**src/slt_pkg.sv**
```systemverilog
// slt_pkg: shared types and constants for the sorted list table
// no dependencies; imported by every module of the block

package slt_pkg;

    localparam int CAPACITY_DEF   = 16;
    localparam int VALUE_BITS_DEF = 32;

    localparam int MODE_W     = 3;
    localparam int IN_VALUE_W = 32;
    localparam int POS_W      = 4;
    localparam int STATUS_W   = 2;
    localparam int FPOS_W     = 4;
    localparam int COUNT_W    = 5;

    typedef enum logic [MODE_W-1:0] {
        OP_INSERT  = 3'd0,
        OP_REM_POS = 3'd1,
        OP_FIND    = 3'd2,
        OP_REM_VAL = 3'd3,
        OP_COUNT   = 3'd4,
        OP_CLEAR   = 3'd5
    } op_t;

    typedef enum logic [STATUS_W-1:0] {
        STS_OK    = 2'd0,
        STS_FULL  = 2'd1,
        STS_MISS  = 2'd2,
        STS_RANGE = 2'd3
    } status_t;

    typedef enum logic [1:0] {
        ST_IDLE,
        ST_UP,
        ST_DOWN,
        ST_DONE
    } state_t;

    typedef struct packed {
        logic eq;
        logic gt;
    } cmp_t;

endpackage

```
**src/sorted_list_table_unit.sv**
```systemverilog
// sorted_list_table_unit: ordered table of signed values with a scan sequencer
// depends on slt_pkg and slt_cmp
//
//  channel   | signals                                              | flow
//  ----------+------------------------------------------------------+---------------
//  request   | start, busy, mode, value, position                   | start & !busy
//  result    | done, status, found, found_position, match_count,    | done, 1 cycle
//            | list_length                                          |
//
// clear, full insert and bad positions go straight to the result; scans read
// one stored entry per cycle through the single memory read
// port and the shared comparator. busy is high from acceptance and drops in the cycle
// of the done strobe. rst_n empties the table; stored values are not cleared.
// results cannot be stalled; done is a one-cycle strobe.

module sorted_list_table_unit
    import slt_pkg::*;
#(
    parameter int CAPACITY   = CAPACITY_DEF,
    parameter int VALUE_BITS = VALUE_BITS_DEF
)
(
    input  logic                  clk,
    input  logic                  rst_n,
    input  logic                  start,
    output logic                  busy,
    input  logic [MODE_W-1:0]     mode,
    input  logic signed [IN_VALUE_W-1:0] value,
    input  logic [POS_W-1:0]      position,
    output logic                  done,
    output logic [STATUS_W-1:0]   status,
    output logic                  found,
    output logic [FPOS_W-1:0]     found_position,
    output logic [COUNT_W-1:0]    match_count,
    output logic [COUNT_W-1:0]    list_length
);

    localparam int AW   = $clog2(CAPACITY);
    localparam int LW   = $clog2(CAPACITY + 1);
    localparam int CMPW = (LW > POS_W) ? LW : POS_W;

    logic [VALUE_BITS-1:0] mem [CAPACITY];
    logic [VALUE_BITS-1:0] rd_data_reg;

    state_t                state_reg, state_next;
    logic [LW-1:0]         length_reg, length_next;
    logic [LW-1:0]         ptr_reg, ptr_next;
    logic                  rd_valid_reg, rd_valid_next;
    logic                  done_reg, done_next;
    logic [AW-1:0]         rd_idx_reg, rd_idx_next;
    op_t                   op_reg, op_next;
    logic [VALUE_BITS-1:0] val_reg, val_next;
    logic                  hit_reg, hit_next;
    status_t               status_reg, status_next;
    logic                  found_reg, found_next;
    logic [AW-1:0]         fpos_reg, fpos_next;
    logic [LW-1:0]         cnt_reg, cnt_next;

    logic                  wr_en;
    logic [AW-1:0]         wr_addr;
    logic [VALUE_BITS-1:0] wr_data;
    logic                  rd_en;
    logic [AW-1:0]         rd_addr;
    logic [LW-1:0]         ptr_dec;
    cmp_t                  cmp;

    slt_cmp #(
        .VALUE_BITS (VALUE_BITS)
    ) u_cmp (
        .a   (rd_data_reg),
        .b   (val_reg),
        .res (cmp)
    );

    // entry store
    always_ff @(posedge clk)
    begin
        if (wr_en)
        begin
            mem[wr_addr] <= wr_data;
        end
        if (rd_en)
        begin
            rd_data_reg <= mem[rd_addr];
        end
    end

    always_ff @(posedge clk or negedge rst_n)
    begin
        if (!rst_n)
        begin
            state_reg    <= ST_IDLE;
            length_reg   <= '0;
            rd_valid_reg <= 1'b0;
            done_reg     <= 1'b0;
        end
        else
        begin
            state_reg    <= state_next;
            length_reg   <= length_next;
            rd_valid_reg <= rd_valid_next;
            done_reg     <= done_next;
        end
    end

    always_ff @(posedge clk)
    begin
        ptr_reg    <= ptr_next;
        rd_idx_reg <= rd_idx_next;
        op_reg     <= op_next;
        val_reg    <= val_next;
        hit_reg    <= hit_next;
        status_reg <= status_next;
        found_reg  <= found_next;
        fpos_reg   <= fpos_next;
        cnt_reg    <= cnt_next;
    end

    assign ptr_dec = ptr_reg - LW'(1);

    always_comb
    begin
        state_next    = state_reg;
        length_next   = length_reg;
        ptr_next      = ptr_reg;
        rd_valid_next = 1'b0;
        rd_idx_next   = rd_idx_reg;
        done_next     = 1'b0;
        op_next       = op_reg;
        val_next      = val_reg;
        hit_next      = hit_reg;
        status_next   = status_reg;
        found_next    = found_reg;
        fpos_next     = fpos_reg;
        cnt_next      = cnt_reg;
        wr_en         = 1'b0;
        wr_addr       = '0;
        wr_data       = val_reg;
        rd_en         = 1'b0;
        rd_addr       = ptr_reg[AW-1:0];

        unique case (state_reg)
            ST_IDLE:
            begin
                if (start)
                begin
                    op_next     = op_t'(mode);
                    val_next    = VALUE_BITS'(value);
                    hit_next    = 1'b0;
                    status_next = STS_OK;
                    found_next  = 1'b0;
                    fpos_next   = '0;
                    cnt_next    = '0;
                    ptr_next    = '0;
                    unique case (op_t'(mode)) inside
                        OP_INSERT:
                        begin
                            if (length_reg == LW'(CAPACITY))
                            begin
                                status_next = STS_FULL;
                                state_next  = ST_DONE;
                            end
                            else
                            begin
                                ptr_next   = length_reg;
                                state_next = ST_DOWN;
                            end
                        end
                        OP_REM_POS:
                        begin
                            if (length_reg == '0)
                            begin
                                status_next = STS_MISS;
                                state_next  = ST_DONE;
                            end
                            else if (CMPW'(position) >= CMPW'(length_reg))
                            begin
                                status_next = STS_RANGE;
                                state_next  = ST_DONE;
                            end
                            else
                            begin
                                hit_next   = 1'b1;
                                ptr_next   = LW'(position) + LW'(1);
                                state_next = ST_UP;
                            end
                        end
                        OP_FIND, OP_REM_VAL:
                        begin
                            status_next = STS_MISS;
                            state_next  = ST_UP;
                        end
                        OP_COUNT:
                        begin
                            state_next = ST_UP;
                        end
                        OP_CLEAR:
                        begin
                            length_next = '0;
                            state_next  = ST_DONE;
                        end
                        default:
                        begin
                            state_next = ST_DONE;
                        end
                    endcase
                end
            end

            // ascending walk: find, count, remove
            ST_UP:
            begin
                if (ptr_reg < length_reg)
                begin
                    rd_en         = 1'b1;
                    rd_valid_next = 1'b1;
                    rd_idx_next   = ptr_reg[AW-1:0];
                    ptr_next      = ptr_reg + LW'(1);
                end
                else if (!rd_valid_reg)
                begin
                    state_next = ST_DONE;
                end

                if (rd_valid_reg)
                begin
                    case (op_reg) inside
                        OP_FIND:
                        begin
                            if (cmp.eq)
                            begin
                                found_next  = 1'b1;
                                fpos_next   = rd_idx_reg;
                                status_next = STS_OK;
                                state_next  = ST_DONE;
                            end
                        end
                        OP_COUNT:
                        begin
                            if (cmp.eq)
                            begin
                                cnt_next = cnt_reg + LW'(1);
                            end
                        end
                        OP_REM_POS, OP_REM_VAL:
                        begin
                            if (hit_reg)
                            begin
                                wr_en   = 1'b1;
                                wr_addr = rd_idx_reg - AW'(1);
                                wr_data = rd_data_reg;
                            end
                            else if (cmp.eq)
                            begin
                                hit_next    = 1'b1;
                                status_next = STS_OK;
                            end
                        end
                        default:
                        begin
                        end
                    endcase
                end
            end

            // descending walk: shift larger entries up, drop value into the gap
            ST_DOWN:
            begin
                rd_addr = ptr_dec[AW-1:0];
                if (ptr_reg != '0)
                begin
                    rd_en         = 1'b1;
                    rd_valid_next = 1'b1;
                    rd_idx_next   = ptr_dec[AW-1:0];
                    ptr_next      = ptr_dec;
                end

                if (rd_valid_reg)
                begin
                    wr_en   = 1'b1;
                    wr_addr = rd_idx_reg + AW'(1);
                    if (cmp.gt)
                    begin
                        wr_data = rd_data_reg;
                    end
                    else
                    begin
                        wr_data    = val_reg;
                        state_next = ST_DONE;
                    end
                end
                else if (ptr_reg == '0)
                begin
                    wr_en      = 1'b1;
                    wr_addr    = '0;
                    wr_data    = val_reg;
                    state_next = ST_DONE;
                end
            end

            ST_DONE:
            begin
                done_next  = 1'b1;
                state_next = ST_IDLE;
                if (op_reg == OP_INSERT && status_reg == STS_OK)
                begin
                    length_next = length_reg + LW'(1);
                end
                else if ((op_reg == OP_REM_POS || op_reg == OP_REM_VAL) && hit_reg)
                begin
                    length_next = length_reg - LW'(1);
                end
            end

            default:
            begin
                state_next = ST_IDLE;
            end
        endcase
    end

    assign busy           = (state_reg != ST_IDLE);
    assign done           = done_reg;
    assign status         = status_reg;
    assign found          = found_reg;
    assign found_position = FPOS_W'(fpos_reg);
    assign match_count    = COUNT_W'(cnt_reg);
    assign list_length    = COUNT_W'(length_reg);

endmodule

```
**src/slt_cmp.sv**
```systemverilog
// slt_cmp: two's complement signed compare shared by every scan of the table
// depends on slt_pkg (cmp_t)

module slt_cmp
    import slt_pkg::*;
#(
    parameter int VALUE_BITS = VALUE_BITS_DEF
)
(
    input  logic [VALUE_BITS-1:0] a,
    input  logic [VALUE_BITS-1:0] b,
    output cmp_t                  res
);

    always_comb
    begin
        res.eq = (a == b);
        res.gt = ($signed(a) > $signed(b));
    end

endmodule

```
**config.mk**
```make
export PLATFORM = sky130hd
export DESIGN_NAME = sorted_list_table_unit
export DESIGN_NICKNAME = d
export VERILOG_FILES = /design/src/slt_pkg.sv /design/src/sorted_list_table_unit.sv /design/src/slt_cmp.sv
export SDC_FILE = /design/constraint.sdc
export NUM_CORES = 1
export LEC_CHECK = 0
export ABC_CLOCK_PERIOD_IN_PS = 4600
export BUFFER_PORTS_ARGS = -buffer_cell sky130_fd_sc_hd__buf_4
export CAP_MARGIN = 20
export CORE_MARGIN = 2
export CORE_UTILIZATION = 50
export CTS_BUF_LIST = sky130_fd_sc_hd__clkbuf_4 sky130_fd_sc_hd__clkbuf_8 sky130_fd_sc_hd__clkbuf_16
export CTS_CLUSTER_DIAMETER = 120
export CTS_CLUSTER_SIZE = 12
export DETAILED_ROUTE_END_ITERATION = 16
export GPL_TIMING_DRIVEN = 0
export PLACE_DENSITY = 0.66
export SLEW_MARGIN = 20
export SYNTH_ARGS = -nofsm -noshare
export SYNTH_HDL_FRONTEND = slang
export SYNTH_SLANG_ARGS = --single-unit
```
**constraint.sdc**
```tcl
create_clock -name clk -period 4.6 [get_ports clk]
set_input_delay 0.92 -clock clk [delete_from_list [all_inputs] [get_ports clk]]
set_output_delay 0.92 -clock clk [all_outputs]
set_load 0.05 [all_outputs]
```
## After elaboration in Yosys (flattened, before gate mapping)

Memories as Yosys holds them, arrays and structs flattened. A register that Yosys moved wholly into a read port is not among the register bits.
Cells that the tools add are included.

- $add $sub $neg: 8
- Multiply operators: 0
- Div/mod/pow operators: 0
- Magnitude comparators: 3
- Equality and inequality tests: 31
- Shifts and indexed selects: 0
- Mux-type cells: 99
- Bitwise operators: 0
- Reductions and logical operators: 27

Operator list:

| kind | count |
|---|---|
| $mux 32 | 7 |
| $mux 5 | 15 |
| $pmux 32 s2 | 1 |
| $mux 4 | 13 |
| $mux 2 | 20 |
| $eq 32x32->1 | 1 |
| $gt 32x32->1 | 1 |
| $pmux 5 s2 | 3 |
| $mux 1 | 28 |
| $pmux 4 s2 | 3 |
| $ne 2x2->1 const B | 11 |
| $ne 3x3->1 const B | 6 |
| $reduce_and 6->1 | 3 |
| $add 5x1->5 const B | 3 |
| $pmux 5 s3 | 1 |
| $eq 3x2->1 const B | 4 |
| $pmux 2 s3 | 2 |
| $logic_not 5->1 | 2 |
| $sub 5x1->5 const B | 2 |
| $eq 3x3->1 const B | 3 |
| $pmux 1 s2 | 4 |
| $pmux 2 s4 | 1 |
| $reduce_and 4->1 | 2 |
| $reduce_bool 2->1 | 4 |
| other kinds (21) | 28 |

- Bits in registers: 66
- Latch bits: 0
- Bits in writable memories: 512
- ROM bits: 0
- Output and inout port bits: 19
- Logic and storage cells: 182
- Memories kept: 1

Memory list:

| memory | depth | width | read ports | clocked after Yosys merged registers in | write ports | RTL line | source |
|---|---|---|---|---|---|---|---|
| mem | 16 | 32 | 1 | 1 | 1 | sorted_list_table_unit.sv:42 | `logic [VALUE_BITS-1:0] mem [CAPACITY];` |

## Longest topological paths before layout

- Depth in word-level cells: 9
- Gate-level depth with buffers: 12
- Gate-level depth less buffers: 10

## By module

From an unflattened synthesis, not the netlist that was laid out.

- Cells, all modules: 1343
- Area, all modules: 25134.1 um^2

Modules (own cells, without submodules):

| module | times used | cells an instance | area each (um^2) | sequential area each (um^2) |
|---|---|---|---|---|
| sorted_list_table_unit | 1 | 1229 | 24289.5 | 18272.5 |
| slt_cmp | 1 | 114 | 844.6 | 0.0 |

## Worst setup path after synthesis

OpenSTA, ideal clock, no wires.

- Path kind: reg2reg
- Start point: register state_reg[1]
- End point: memory mem[5][0] (netlist bit) (enable)
- Setup time: 0.421 ns
- Arrival: 3.514 ns
- Path slack: 0.665 ns
- Cell stages (with the launch flop): 11
- Path buffers: 1
- Clock period less this slack: 3.935 ns
- Path through: dfrtp_1 -> inv_1 -> ha_1 -> inv_1 -> clkbuf_1 -> nor2_1 -> a221oi_1 -> a21oi_1 -> a21o_1 -> or3b_2 -> nor2_1

- Cells in the longest elaborated chain, start to end: 4
- Elaborated cells on any way between the ends: 6

RTL lines:

| item | RTL line | source |
|---|---|---|
| start, declared | sorted_list_table_unit.sv:45 | `state_t state_reg, state_next;` |
| start signal, assigned | sorted_list_table_unit.sv:99 | `state_reg <= state_next;` |
| $eq 2x2->1 / $eq 2x1->1 (equally long branches) | sorted_list_table_unit.sv:142 | `unique case (state_reg)` |
| $pmux 1 s2 | sorted_list_table_unit.sv:142 |  |
| $mux 1 | sorted_list_table_unit.sv:78 | `if (wr_en)` |
| $mux 1 (implied by the code) | sorted_list_table_unit.sv:80 | `mem[wr_addr] <= wr_data;` |
| end, declared | sorted_list_table_unit.sv:42 |  |

Several ways; a longest one is shown, not always the timed one.

## Final worst setup path

- Start point: register rd_data_reg[29] (read register of mem)
- End point: memory mem[9][13] (netlist bit), data pin

- Cells in the longest elaborated chain, start to end: 4

RTL lines:

| item | RTL line | source |
|---|---|---|
| start, declared | sorted_list_table_unit.sv:43 | `logic [VALUE_BITS-1:0] rd_data_reg;` |
| $gt 32x32->1 | slt_cmp.sv:18 | `res.gt = ($signed(a) > $signed(b));` |
| $mux 32 | sorted_list_table_unit.sv:282 | `if (cmp.gt)` |
| $mux 32 | sorted_list_table_unit.sv:278 | `if (rd_valid_reg)` |
| $pmux 32 s2 | sorted_list_table_unit.sv:142 |  |
| net wr_data[13] | sorted_list_table_unit.sv:61 | `logic [VALUE_BITS-1:0] wr_data;` |

The timed path passes the listed nets, and every way through them passes these cells.

==> results.yml <==
global_routing:
  grtUsageMet2_pct: 38.8
  grt_pass1_vias: 14400
  grt_pass1_wl_mm: 91.5
  grt_start_max_net_pins: 20
  met3_usage_pct: 3.35
  grt_util_met1_pct: 33.0
  antenna_found_initial: 0
  grt_usage_pct: 23.8
  grt_busiest_layer: "met2"
  overflow: 0
critical_path:
  worst_ep_arrival_time_ps: 4800
  cp-start-kind: "flip-flop"
  cp-end-kind: "flip-flop"
  critPathBufInv: 1
  crit_fanout: 16
  cp_slowest_cell: "a21oi_1"
  slowest_delay_ps: 930
  required_ps: 4920
  path_delay_family: "compound AO/OA/AOI/OAI gates"
  critPathKind: "flip-flop to flip-flop"
  path_cells: "ha_1, nand3_1, or4_4, or2_4, a31oi_4, o211ai_1, a21oi_1, buf_2, a22o_1"
layout:
  multi_input_area_um2: 6670
  regArea_um2: 18300
  nFillCells: 3779
  post-route-util_pct: 58.1
  stdcell_count: 2286
  drive_above_1_share_pct: 20.6
  finalInstanceArea_um2: 29100
  nets: 1702
  largest_register_ffs: 512
  n_antenna_cell: 0
  final_common_cell: "edfxtp_1"
  layout_common_cells: "601 x edfxtp_1, 165 x nand2_1, 128 x mux4_2"
  synthToLayoutAreaGrowth_pct: 14.9
sta:
  fin_ws_ps: 123
  setup_viol: 0
  hold_viol: 0
  max_freq_ghz: 0.223
  skew_ps: 22.8
  period_minus_slack_ps: 4480
  slew_violations: 0
  fin_crit_sh_pct: 97.3
  worst_pin_slew_ps: 1140
  rsz0062_at_grt: "no"
  slew_headroom_pct: 24.2
floorplanning:
  fp.dieArea_um2: 52500
  std_cell_rows: 82
  die_w_um: 229
  die_h_um: 229
  pin_count: 61
  start_util_pct: 50.6
  core_um2: 50100
cts:
  root_buffer: "clkbuf_16"
  insertion_delay_ps: 610
  h-tree-depth: 2
  postCtsResizedCells: 0
  cts_made_buffers: 56
  clock_path_buffers: 3
  hold_buffers: 0
  cts_setup_buffers: 0
  cts_tree: "yes"
  path_clk_slew_ps: 70
  cts.sink_count: 610
power_and_ir_drop:
  finalPower_mw: 19.9
  p_leak_nw: 9.75
  p_per_area_nw_per_um2: 685
  ir_drop_mv: 0.392
detailed_routing:
  drt_iter0_drc: 1570
  viasPerCell: 6.16
  vias: 14100
  wl_mm: 61.4
  drt_first_pass_iters: 7
  drc: 0
  drtAntennaViolNets: 0
  detail_route.wl_per_cell_um: 26.8
yosys:
  ys_ff_latch: 610
  ys_seq_area_share_pct: 72.1
  synth_ff_type: "edfxtp_1"
  avgSynthCellArea_um2: 17.4
  yosysWarnings: 0
  synthesis.nets: 1551
  synth.distinct_cells: 59
  ys_async_sr_fraction_pct: 1.48
  synth_area_um2: 25300
  postSynthCellCount: 1452
  synth_edf_count: 601
worst_hold_path:
  hold_path_class: "primary input to async pin"
flow_run:
  maxCapViolations: 0
place:
  placed_cells: 2216
  dp_slack_ps: 206
  globalplace.congestion: 0.825
  portBuffers: 60
  post-dp-hpwl_mm: 40.7
  place_area_um2: 27600
status:
  status: "complete, no violations"
cell usage after synthesis (5+ instances only):
cell type	number	share of area [%]
a21o_1	11	0.33
a21oi_1	33	0.65
a22o_1	27	0.93
a22oi_1	9	0.27
a311o_1	6	0.24
a31oi_1	35	0.86
and3_1	33	0.82
buf_1	12	0.18
buf_2	12	0.24
clkbuf_1	44	0.65
dfrtp_1	9	0.89
edfxtp_1	601	71
ha_1	56	2.8
inv_1	60	0.89
mux4_2	128	11
nand2_1	165	2.4
nand3_1	20	0.40
nand4_1	9	0.22
nor2_1	52	0.77
nor3_1	12	0.24
o211ai_1	5	0.15
o21ai_0	19	0.38
o22ai_1	11	0.27
xnor2_1	8	0.28
xor2_1	6	0.21
layout make-up:
type	instances	share of cell area [%]
Sequential cell	610	62.8
Multi-Input combinational cell	712	22.9
Clock buffer	66	5.07
Timing Repair Buffer	93	4.43
Tap cell	672	2.89
Buffer	70	1.02
Inverter	60	0.774
Clock inverter	3	0.0989
final timing paths:
path                                 start        endpoint  slack, ps  depth (start not counted)
setup / recovery           rd_data_reg[29]      mem[9][13]        120                          9
max in group asynchronous            rst_n    rd_valid_reg       4340                          1
hold / removal                       rst_n  list_length[1]        120                          1
hold reg to reg             list_length[1]  list_length[1]        600                          2
setup reg to reg           rd_data_reg[29]      mem[9][13]        120                          9
min in group clk                 value[29]     val_reg[29]        480                          1
power breakdown:
part	switching, mW	internal, mW	total, mW
Clock	1.87	2.23	4.10
Sequential	0.330	7.62	7.95
Combinational	4.94	2.94	7.87
metrics by stage:
stage                     setup TNS (ps)  hold WS (ps)
final                                  0           117
after global routing                   0           114
after CTS                              0          98.5
after detailed placement               0           593
after global placement           -625930           589
after floorplan                        0           599
routing by layer:
| layer | part of all wire (%) | vias up |
|---|---|---|
| met2 | 48 | 594 |
| met5 | 0 | - |
| met3 | 7.3 | 128 |
| met1 | 41 | 7296 |
| li1 | - | 6063 |
| met4 | 3.6 | 0 |
cells by family (layout without fill, tap and decap cells):
| family | count (synthesis) | after routing | share of synthesized area, % |
|---|---|---|---|
| buffers and inverters | 130 | 292 | 2.05 |
| AND/OR/NAND/NOR | 325 | 325 | 5.85 |
| flip-flops | 610 | 610 | 72.1 |
| multiplexers | 132 | 132 | 11.5 |
| adder cells (fa/ha/maj) | 57 | 57 | 2.85 |
| XOR/XNOR | 14 | 14 | 0.484 |
| AO/OA/AOI/OAI | 184 | 184 | 5.09 |
Power figures use the tool's default switching activity.
